**src/npc_pkg.sv**
```systemverilog
// shared types, constants and the square root step of the palette classifier
`default_nettype none
package npc_pkg;

   // palette and register file layout
   localparam int NUM_PALETTE_REGS = 4;
   localparam int PALETTE_ENTRIES  = 4;
   localparam int MAX_DIMENSION    = 4096;

   localparam int CSR_INDEX_W = 3;
   localparam int CSR_DATA_W  = 24;
   localparam int COLOR_W     = 24;
   localparam int THRESH_W    = 10;
   localparam int DIST_W      = 9;
   localparam int CLASS_W     = 2;
   localparam int COORD_W     = 12;
   localparam int MAP_W       = 17;

   // register indexes
   localparam logic [CSR_INDEX_W-1:0] CSR_PALETTE_0   = 3'd0;
   localparam logic [CSR_INDEX_W-1:0] CSR_PALETTE_1   = 3'd1;
   localparam logic [CSR_INDEX_W-1:0] CSR_PALETTE_2   = 3'd2;
   localparam logic [CSR_INDEX_W-1:0] CSR_PALETTE_3   = 3'd3;
   localparam logic [CSR_INDEX_W-1:0] CSR_THRESHOLD   = 3'd4;

   // reset values
   localparam logic [COLOR_W-1:0] PALETTE_RESET [NUM_PALETTE_REGS] =
      '{24'hffffff, 24'h0000ff, 24'h00ff00, 24'hff0000};
   localparam logic [THRESH_W-1:0] THRESHOLD_RESET = 10'd128;

   // map coordinate is 32 * position plus half a tile
   localparam logic [4:0] MAP_HALF_TILE = 5'b10000;

   // square root of a sum of three squared bytes (below 2^18)
   localparam int SUM_W        = 18;
   localparam int SQRT_W       = 19;
   localparam int SQRT_STEPS   = 9;
   localparam int SQRT_STAGES  = 3;
   localparam int SQRT_PER_STG = SQRT_STEPS / SQRT_STAGES;

   typedef struct packed {
      logic [31:0]        pixel_color;
      logic [COORD_W-1:0] pixel_x;
      logic [COORD_W-1:0] pixel_y;
   } req_type;

   typedef struct packed {
      logic [CLASS_W-1:0] object_class;
      logic [MAP_W-1:0]   map_x;
      logic [MAP_W-1:0]   map_y;
   } rsp_type;

   typedef struct packed {
      logic [SQRT_W-1:0] rem;
      logic [SQRT_W-1:0] root;
   } sqrt_state_type;

   // one digit of the remainder based integer square root
   function automatic sqrt_state_type sqrt_step(input sqrt_state_type cur,
                                                input logic [SQRT_W-1:0] step_bit);
      sqrt_state_type    nxt;
      logic [SQRT_W-1:0] trial;
      trial = cur.root + step_bit;
      if (cur.rem >= trial) begin
         nxt.rem  = cur.rem - trial;
         nxt.root = (cur.root >> 1) + step_bit;
      end else begin
         nxt.rem  = cur.rem;
         nxt.root = cur.root >> 1;
      end
      return nxt;
   endfunction

endpackage
`default_nettype wire

```
**src/npc_dist.sv**
```systemverilog
// pipelined color distance of one palette entry: squares, sum, three root stages
`default_nettype none
module npc_dist (
   input  wire logic                          clock,
   input  wire logic                          enable,
   input  wire logic [npc_pkg::COLOR_W-1:0]   pixel_rgb,
   input  wire logic [npc_pkg::COLOR_W-1:0]   palette_rgb,
   output logic      [npc_pkg::DIST_W-1:0]    distance
);

   logic [15:0]                  sq_ff [3];
   logic [15:0]                  sq_in [3];
   logic [npc_pkg::SUM_W-1:0]    sum_ff;
   logic [npc_pkg::SUM_W-1:0]    sum_in;
   npc_pkg::sqrt_state_type      root_ff [npc_pkg::SQRT_STAGES];
   npc_pkg::sqrt_state_type      root_in [npc_pkg::SQRT_STAGES];

   // per channel absolute difference and square
   always_comb begin
      logic [7:0] a;
      logic [7:0] b;
      logic [7:0] d;
      for (int c = 0; c < 3; c++) begin
         a = pixel_rgb[8*c +: 8];
         b = palette_rgb[8*c +: 8];
         d = (a >= b) ? (a - b) : (b - a);
         sq_in[c] = 16'(d) * 16'(d);
      end
   end

   // sum of squares
   assign sum_in = npc_pkg::SUM_W'(sq_ff[0]) + npc_pkg::SUM_W'(sq_ff[1])
                 + npc_pkg::SUM_W'(sq_ff[2]);

   // square root, three digits per stage
   for (genvar j = 0; j < npc_pkg::SQRT_STAGES; j++) begin : g_root
      always_comb begin
         npc_pkg::sqrt_state_type st;
         if (j == 0) begin
            st.rem  = npc_pkg::SQRT_W'(sum_ff);
            st.root = '0;
         end else begin
            st = root_ff[(j == 0) ? 0 : j - 1];
         end
         for (int s = 0; s < npc_pkg::SQRT_PER_STG; s++) begin
            st = npc_pkg::sqrt_step(st, npc_pkg::SQRT_W'(1) <<
                 (2 * (npc_pkg::SQRT_STEPS - 1 - (j * npc_pkg::SQRT_PER_STG + s))));
         end
         root_in[j] = st;
      end
   end

   // stage registers advance together with the pipeline
   always_ff @(posedge clock) begin
      if (enable) begin
         sq_ff   <= sq_in;
         sum_ff  <= sum_in;
         root_ff <= root_in;
      end
   end

   assign distance = root_ff[npc_pkg::SQRT_STAGES-1].root[npc_pkg::DIST_W-1:0];

endmodule
`default_nettype wire

```
**src/nearest_palette_pixel_classifier_unit.sv**
```systemverilog
// top level of the nearest palette pixel classifier
//
//   channel   direction   handshake            payload
//   req       in          req_valid/req_stall  npc_pkg::req_type
//   rsp       out         rsp_valid/rsp_stall  npc_pkg::rsp_type
//   csr       in          csr_valid/csr_ready  csr_index, csr_wdata
//
// one pixel per clock while req_stall is low; a matching pixel goes from the input
// register through squares, sum, three root stages, select and output to rsp
// unmatched, flagged or out of range pixels leave a bubble and give no transaction
// reset loads the palette and threshold defaults and clears all valid bits
// req_stall is the registered skid flag: it rises only when the output
// register and the skid buffer both hold a transaction
`default_nettype none
module nearest_palette_pixel_classifier_unit #(
   parameter int PALETTE_ENTRIES = npc_pkg::PALETTE_ENTRIES
) (
   input  wire logic                              clock,
   input  wire logic                              reset,
   input  wire logic                              req_valid,
   output logic                                   req_stall,
   input  wire npc_pkg::req_type                  req_data,
   output logic                                   rsp_valid,
   input  wire logic                              rsp_stall,
   output npc_pkg::rsp_type                       rsp_data,
   input  wire logic                              csr_valid,
   output logic                                   csr_ready,
   input  wire logic [npc_pkg::CSR_INDEX_W-1:0]   csr_index,
   input  wire logic [npc_pkg::CSR_DATA_W-1:0]    csr_wdata
);

   localparam int LANE_COUNT = (PALETTE_ENTRIES > npc_pkg::NUM_PALETTE_REGS) ?
                               npc_pkg::NUM_PALETTE_REGS : PALETTE_ENTRIES;
   localparam int LANE_DEPTH = 2 + npc_pkg::SQRT_STAGES;

   logic [npc_pkg::COLOR_W-1:0]    palette_ff [npc_pkg::NUM_PALETTE_REGS];
   logic [npc_pkg::COLOR_W-1:0]    palette_in [npc_pkg::NUM_PALETTE_REGS];
   logic [npc_pkg::THRESH_W-1:0]   threshold_ff;
   logic [npc_pkg::THRESH_W-1:0]   threshold_in;

   logic                           advance;
   logic [npc_pkg::COLOR_W-1:0]    pixel_ff;
   logic [npc_pkg::COLOR_W-1:0]    pixel_in;
   logic                           stage_valid_ff [LANE_DEPTH+1];
   logic                           stage_valid_in [LANE_DEPTH+1];
   logic [2*npc_pkg::COORD_W-1:0]  stage_pos_ff   [LANE_DEPTH+1];
   logic [2*npc_pkg::COORD_W-1:0]  stage_pos_in   [LANE_DEPTH+1];
   logic [npc_pkg::DIST_W-1:0]     lane_dist [LANE_COUNT];

   logic                           sel_valid_ff;
   logic                           sel_valid_in;
   npc_pkg::rsp_type               sel_data_ff;
   npc_pkg::rsp_type               sel_data_in;

   logic                           rsp_valid_ff;
   logic                           rsp_valid_in;
   npc_pkg::rsp_type               rsp_data_ff;
   npc_pkg::rsp_type               rsp_data_in;
   logic                           skid_full_ff;
   logic                           skid_full_in;
   npc_pkg::rsp_type               skid_data_ff;
   npc_pkg::rsp_type               skid_data_in;

   // configuration registers, writes beyond the list are dropped
   assign csr_ready = 1'b1;

   always_comb begin
      palette_in   = palette_ff;
      threshold_in = threshold_ff;
      if (csr_valid && csr_ready) begin
         case (csr_index)
            npc_pkg::CSR_PALETTE_0: palette_in[0] = csr_wdata[npc_pkg::COLOR_W-1:0];
            npc_pkg::CSR_PALETTE_1: palette_in[1] = csr_wdata[npc_pkg::COLOR_W-1:0];
            npc_pkg::CSR_PALETTE_2: palette_in[2] = csr_wdata[npc_pkg::COLOR_W-1:0];
            npc_pkg::CSR_PALETTE_3: palette_in[3] = csr_wdata[npc_pkg::COLOR_W-1:0];
            npc_pkg::CSR_THRESHOLD: threshold_in = csr_wdata[npc_pkg::THRESH_W-1:0];
            default: ;
         endcase
      end
   end

   always_ff @(posedge clock) begin
      if (reset) begin
         palette_ff   <= npc_pkg::PALETTE_RESET;
         threshold_ff <= npc_pkg::THRESHOLD_RESET;
      end else begin
         palette_ff   <= palette_in;
         threshold_ff <= threshold_in;
      end
   end

   // whole pipeline moves unless the skid buffer is occupied
   assign advance   = !skid_full_ff;
   assign req_stall = skid_full_ff;

   // input stage: flagged or out of range pixels enter as bubbles
   always_comb begin
      pixel_in          = req_data.pixel_color[npc_pkg::COLOR_W-1:0];
      stage_valid_in[0] = req_valid
                        && (req_data.pixel_color[31:npc_pkg::COLOR_W] == '0)
                        && (32'(req_data.pixel_x) < 32'(npc_pkg::MAX_DIMENSION))
                        && (32'(req_data.pixel_y) < 32'(npc_pkg::MAX_DIMENSION));
      stage_pos_in[0]   = {req_data.pixel_x, req_data.pixel_y};
      for (int k = 1; k <= LANE_DEPTH; k++) begin
         stage_valid_in[k] = stage_valid_ff[k-1];
         stage_pos_in[k]   = stage_pos_ff[k-1];
      end
   end

   always_ff @(posedge clock) begin
      if (reset) begin
         for (int k = 0; k <= LANE_DEPTH; k++) begin
            stage_valid_ff[k] <= 1'b0;
         end
      end else if (advance) begin
         stage_valid_ff <= stage_valid_in;
      end
   end

   always_ff @(posedge clock) begin
      if (advance) begin
         pixel_ff     <= pixel_in;
         stage_pos_ff <= stage_pos_in;
      end
   end

   // one distance lane per searched palette entry
   for (genvar i = 0; i < LANE_COUNT; i++) begin : g_lane
      npc_dist u_dist (
         .clock       (clock),
         .enable      (advance),
         .pixel_rgb   (pixel_ff),
         .palette_rgb (palette_ff[i]),
         .distance    (lane_dist[i])
      );
   end

   // select nearest entry strictly below threshold, lower index wins ties
   always_comb begin
      logic [npc_pkg::THRESH_W-1:0] best;
      logic [npc_pkg::CLASS_W-1:0]  cls;
      logic                         found;
      logic [npc_pkg::COORD_W-1:0]  px;
      logic [npc_pkg::COORD_W-1:0]  py;
      best  = threshold_ff;
      cls   = '0;
      found = 1'b0;
      for (int i = 0; i < LANE_COUNT; i++) begin
         if (npc_pkg::THRESH_W'(lane_dist[i]) < best) begin
            best  = npc_pkg::THRESH_W'(lane_dist[i]);
            cls   = npc_pkg::CLASS_W'(i);
            found = 1'b1;
         end
      end
      {px, py}                 = stage_pos_ff[LANE_DEPTH];
      sel_valid_in             = stage_valid_ff[LANE_DEPTH] && found;
      sel_data_in.object_class = cls;
      sel_data_in.map_x        = {px, npc_pkg::MAP_HALF_TILE};
      sel_data_in.map_y        = {py, npc_pkg::MAP_HALF_TILE};
   end

   always_ff @(posedge clock) begin
      if (reset) begin
         sel_valid_ff <= 1'b0;
      end else if (advance) begin
         sel_valid_ff <= sel_valid_in;
      end
   end

   always_ff @(posedge clock) begin
      if (advance) begin
         sel_data_ff <= sel_data_in;
      end
   end

   // output register with skid buffer
   always_comb begin
      logic take;
      take         = rsp_valid_ff && !rsp_stall;
      rsp_valid_in = rsp_valid_ff;
      rsp_data_in  = rsp_data_ff;
      skid_full_in = skid_full_ff;
      skid_data_in = skid_data_ff;
      if (skid_full_ff) begin
         if (take) begin
            rsp_data_in  = skid_data_ff;
            skid_full_in = 1'b0;
         end
      end else if (sel_valid_ff) begin
         if (!rsp_valid_ff || take) begin
            rsp_valid_in = 1'b1;
            rsp_data_in  = sel_data_ff;
         end else begin
            skid_full_in = 1'b1;
            skid_data_in = sel_data_ff;
         end
      end else if (take) begin
         rsp_valid_in = 1'b0;
      end
   end

   always_ff @(posedge clock) begin
      if (reset) begin
         rsp_valid_ff <= 1'b0;
         skid_full_ff <= 1'b0;
      end else begin
         rsp_valid_ff <= rsp_valid_in;
         skid_full_ff <= skid_full_in;
      end
   end

   always_ff @(posedge clock) begin
      rsp_data_ff  <= rsp_data_in;
      skid_data_ff <= skid_data_in;
   end

   assign rsp_valid = rsp_valid_ff;
   assign rsp_data  = rsp_data_ff;

   // skid buffer only fills behind a waiting output transaction
   a_skid_behind_output: assert property (@(posedge clock) disable iff (reset)
      skid_full_ff |-> rsp_valid_ff)
      else $error("skid buffer full with empty output register");

   a_skid_fill_cause: assert property (@(posedge clock) disable iff (reset)
      $rose(skid_full_ff) |-> $past(rsp_valid_ff && rsp_stall && sel_valid_ff))
      else $error("skid buffer filled without a stalled output");

   a_class_in_range: assert property (@(posedge clock) disable iff (reset)
      rsp_valid_ff |-> (32'(rsp_data_ff.object_class) < 32'(LANE_COUNT)))
      else $error("class index beyond searched palette entries");

   a_map_half_tile: assert property (@(posedge clock) disable iff (reset)
      rsp_valid_ff |-> (rsp_data_ff.map_x[4:0] == npc_pkg::MAP_HALF_TILE)
                    && (rsp_data_ff.map_y[4:0] == npc_pkg::MAP_HALF_TILE))
      else $error("map coordinate off the tile center");

endmodule
`default_nettype wire
```
**config.mk**
```make
export PLATFORM = sky130hd
export DESIGN_NAME = nearest_palette_pixel_classifier_unit
export DESIGN_NICKNAME = d
export VERILOG_FILES = /design/src/npc_pkg.sv /design/src/npc_dist.sv /design/src/nearest_palette_pixel_classifier_unit.sv
export SDC_FILE = /design/constraint.sdc
export NUM_CORES = 2
export LEC_CHECK = 0
export BUFFER_PORTS_ARGS = -buffer_cell sky130_fd_sc_hd__clkbuf_2
export CAP_MARGIN = 40
export CORE_MARGIN = 8
export CORE_UTILIZATION = 45
export DETAILED_ROUTE_END_ITERATION = 6
export GPL_ROUTABILITY_DRIVEN = 0
export GPL_TIMING_DRIVEN = 0
export HOLD_SLACK_MARGIN = 0.1
export PLACE_DENSITY_LB_ADDON = 0.12
export SYNTH_ARGS = -nofsm -noshare
export SYNTH_HDL_FRONTEND = slang
export SYNTH_SLANG_ARGS = --single-unit
```
**constraint.sdc**
```tcl
create_clock -name clock -period 16.8 [get_ports clock]
set_input_delay 1.68 -clock clock [delete_from_list [all_inputs] [get_ports clock]]
set_output_delay 1.68 -clock clock [all_outputs]
set_load 0.005 [all_outputs]
```
==> results_dict.tcl <==
set metrics [dict create \
    setup_viol 0 \
    tightest_slew_ps 982.3 \
    drc 0 \
    ios 127 \
    htreeDepth 3 \
    die_area_mm2 0.1672 \
    std_cell_rows 144 \
    grt_pass1_vias 48890 \
    grt_pass1_wl_um 256800 \
    fmax_ghz 0.1077 \
    min_period_over_period_pct 55.25 \
    finalWirelength_um 158200 \
    synth.top_cell.area_share_pct 31.20 \
    cp.required_ps 17250 \
    cpMostUsedCell "fa_1" \
    wl_met3_um 7447 \
    via_per_inst 5.270 \
    start_util_pct 45.21 \
    fin_skew_ps 36.56 \
    synth_edf_count 722 \
    netlist_instances 6912 \
    relSlewSlack_pct 34.05 \
    portBuffers 114 \
    syn_to_final_growth_pct 10.28 \
    drt-met1-wl_um 77410 \
    path_buf_inv 4 \
    ys_types 95 \
    die_h_um 408.9 \
    critical_path_class "reg2reg" \
    maxSlewViolCount 0 \
    max_cap_violations 0 \
    period_minus_slack_ps 9282 \
    status "finished clean" \
    cts_setup_buffers 0 \
    grt_overflow 0 \
    yosysWarningCount 0 \
    netlist_top_cells_area "edfxtp_1 (31%), ha_1 (16%), fa_1 (9.5%)" \
    setup-tns-final_ps 0 \
    grt_max_degree 43 \
    cts.sinks 837 \
    hp-class "reg2reg" \
    grt_setup_unrepaired "no" \
    top_layer_used "met5" \
    post_route_cells_drive_above_1_share_pct 7.033 \
    core_region_area_mm2 0.1537 \
    critPathLaunchType "flip-flop" \
    drt_iter0_drc 2811 \
    cp_max_fo 10 \
    numCtsBuffers 97 \
    ys_ff_latch 837 \
    cpMaxStageDelayCell "xnor2_1" \
    cts_resized 0 \
    synthFlopType "edfxtp_1" \
    avgRoutedWirePerCell_um 16.96 \
    avgSynthCellArea_um2 10.05 \
    yosysSeqAreaShare_pct 34.52 \
    die_w_um 408.9 \
    wl_met2_um 70180 \
    cts-root-buf "clkbuf_16" \
    via_count 49160 \
    clock_path_buffers 3 \
    grt_antenna_before_repair 10 \
    worstPathArrival_ps 9730 \
    clk_pin_slew_ps 70 \
    cts_tree "done" \
    endpoint_kind "flip-flop" \
    antenna_left 0 \
    insertion_delay_ps 720 \
    final_nets 8521 \
    fin_util_pct 49.86 \
    path_delay_family "compound AO/OA/AOI/OAI gates" \
    drt_pass1_iterations 7 \
    grt_usage_pct 18.62 \
    hpwl_um 128300 \
    syn_area_mm2 0.06948 \
    synth-async-reset-ratio_pct 0 \
    ctsHoldBuffers 0 \
    max_stage_delay_ps 790 \
    hold_violations 0 \
    yosysTopAreaCell "edfxtp_1" \
]
## layer usage
layer / up-vias / global-route usage (%)
met5: - / 0
met3: 196 / 2.783
li1: 24700 / -
met2: 825 / 29.78
met1: 23440 / 26.58
met4: 2 / 4.486
## worst paths after layout
check	start	end	slack (ps)	cells after the start
worst min register to register	sel_data_in[12]	sel_data_ff[12]	410	0
worst min-delay path	sel_data_in[12]	sel_data_ff[12]	410	0
worst max register to register	pixel_ff[0]	g_lane[1].u_dist.sq_ff[47]	7520	28
worst max-delay path	pixel_ff[0]	g_lane[1].u_dist.sq_ff[47]	7520	28
## placed cells by master, fill, tap and decap left out, types with 26 or more instances in the layout
cell type,synthesis,final
a211o_1,56,56
a211oi_1,30,30
a21o_1,114,114
a21oi_1,435,435
a31oi_1,29,29
and2_1,26,26
and3_1,31,31
buf_4,12,45
clkbuf_1,100,115
clkbuf_16,0,97
clkbuf_2,1,115
dfxtp_1,115,115
edfxtp_1,722,722
fa_1,328,328
ha_1,905,905
inv_1,850,849
mux2_2,63,63
mux2i_1,117,117
nand2_1,484,484
nand2b_1,110,110
nand3_1,73,73
nand4_1,34,34
nor2_1,604,603
nor2b_1,72,72
nor3_1,110,110
nor4_1,47,47
o211ai_1,36,36
o21a_1,109,109
o21ai_0,221,221
o21bai_1,44,44
o31ai_1,37,37
or2_2,65,65
or3_1,38,38
xnor2_1,373,373
xor2_1,171,171
## cell families after synthesis
kind of cell / synth area share, %
AND/OR/NAND/NOR: 12.41
AO/OA/AOI/OAI: 12.25
adder cells (fa/ha/maj): 25.76
buffers and inverters: 5.422
flip-flops: 34.52
XOR/XNOR: 6.857
multiplexers: 2.771
other: 0.01081
## cell type report
type | instances | area, um2
diodes | 5 | 12.51
plain buffers | 132 | 554.3
repair buffers | 180 | 1340
clock inverters | 66 | 681.9
clock buffers | 113 | 2497
well taps | 2044 | 2557
fillers | 14160 | 77060
flip-flops and latches | 837 | 23980
inverters | 856 | 3217
multi-input cells | 5096 | 41780
## through the flow
stage,worst slack [ps],std cells,hold WS (ps),area [um2]
6_report,7518,9329,415.0,76630
5_1_grt,6727,9326,421.0,76620
4_1_cts,7574,9323,416.5,76610
3_5_place_dp,7596,9144,404.5,73430
3_3_place_gp,-2190,9079,400.2,72650
2_1_floorplan,5032,6921,400.3,69520
## flip-flops by register name, indices dropped and copies added (netlist names), 6 cells and up
signal                  cells
g_lane.u_dist.root_ff     188
g_lane.u_dist.sq_ff       180
stage_pos_ff              120
palette_ff                 96
g_lane.u_dist.sum_ff       72
g_lane.u_dist.distance     36
rsp_data                   26
sel_data_ff                26
skid_data_ff               26
pixel_ff                   24
sel_data_in                24
threshold_ff               10
stage_valid_ff              6
## cells in the mapped netlist, types with 12 or more instances
library cell,number
o31ai_1,37
a21oi_1,435
inv_1,850
nand2b_1,110
buf_4,12
and4_1,16
dfxtp_1,115
ha_1,905
mux2_2,63
o211ai_1,36
a2111oi_0,23
mux2i_1,117
o21a_1,109
edfxtp_1,722
nor2b_1,72
a21o_1,114
or2_2,65
nand4b_1,12
nor3_1,110
a211oi_1,30
nor3b_1,23
and3_1,31
nand3b_1,17
nand4_1,34
and2_1,26
nor4_1,47
or3_1,38
o21bai_1,44
nor2_1,604
xnor2_1,373
a211o_1,56
o41ai_1,13
nand2_1,484
or4_1,17
o2111ai_1,13
a31oi_1,29
o21ai_0,221
fa_1,328
xor2_1,171
nand3_1,73
o22ai_1,18
clkbuf_1,100
o31a_1,12
Power is left out: the tool's default activity adds up to more than one toggle a clock period on the data nets, which glitch-free logic cannot reach.
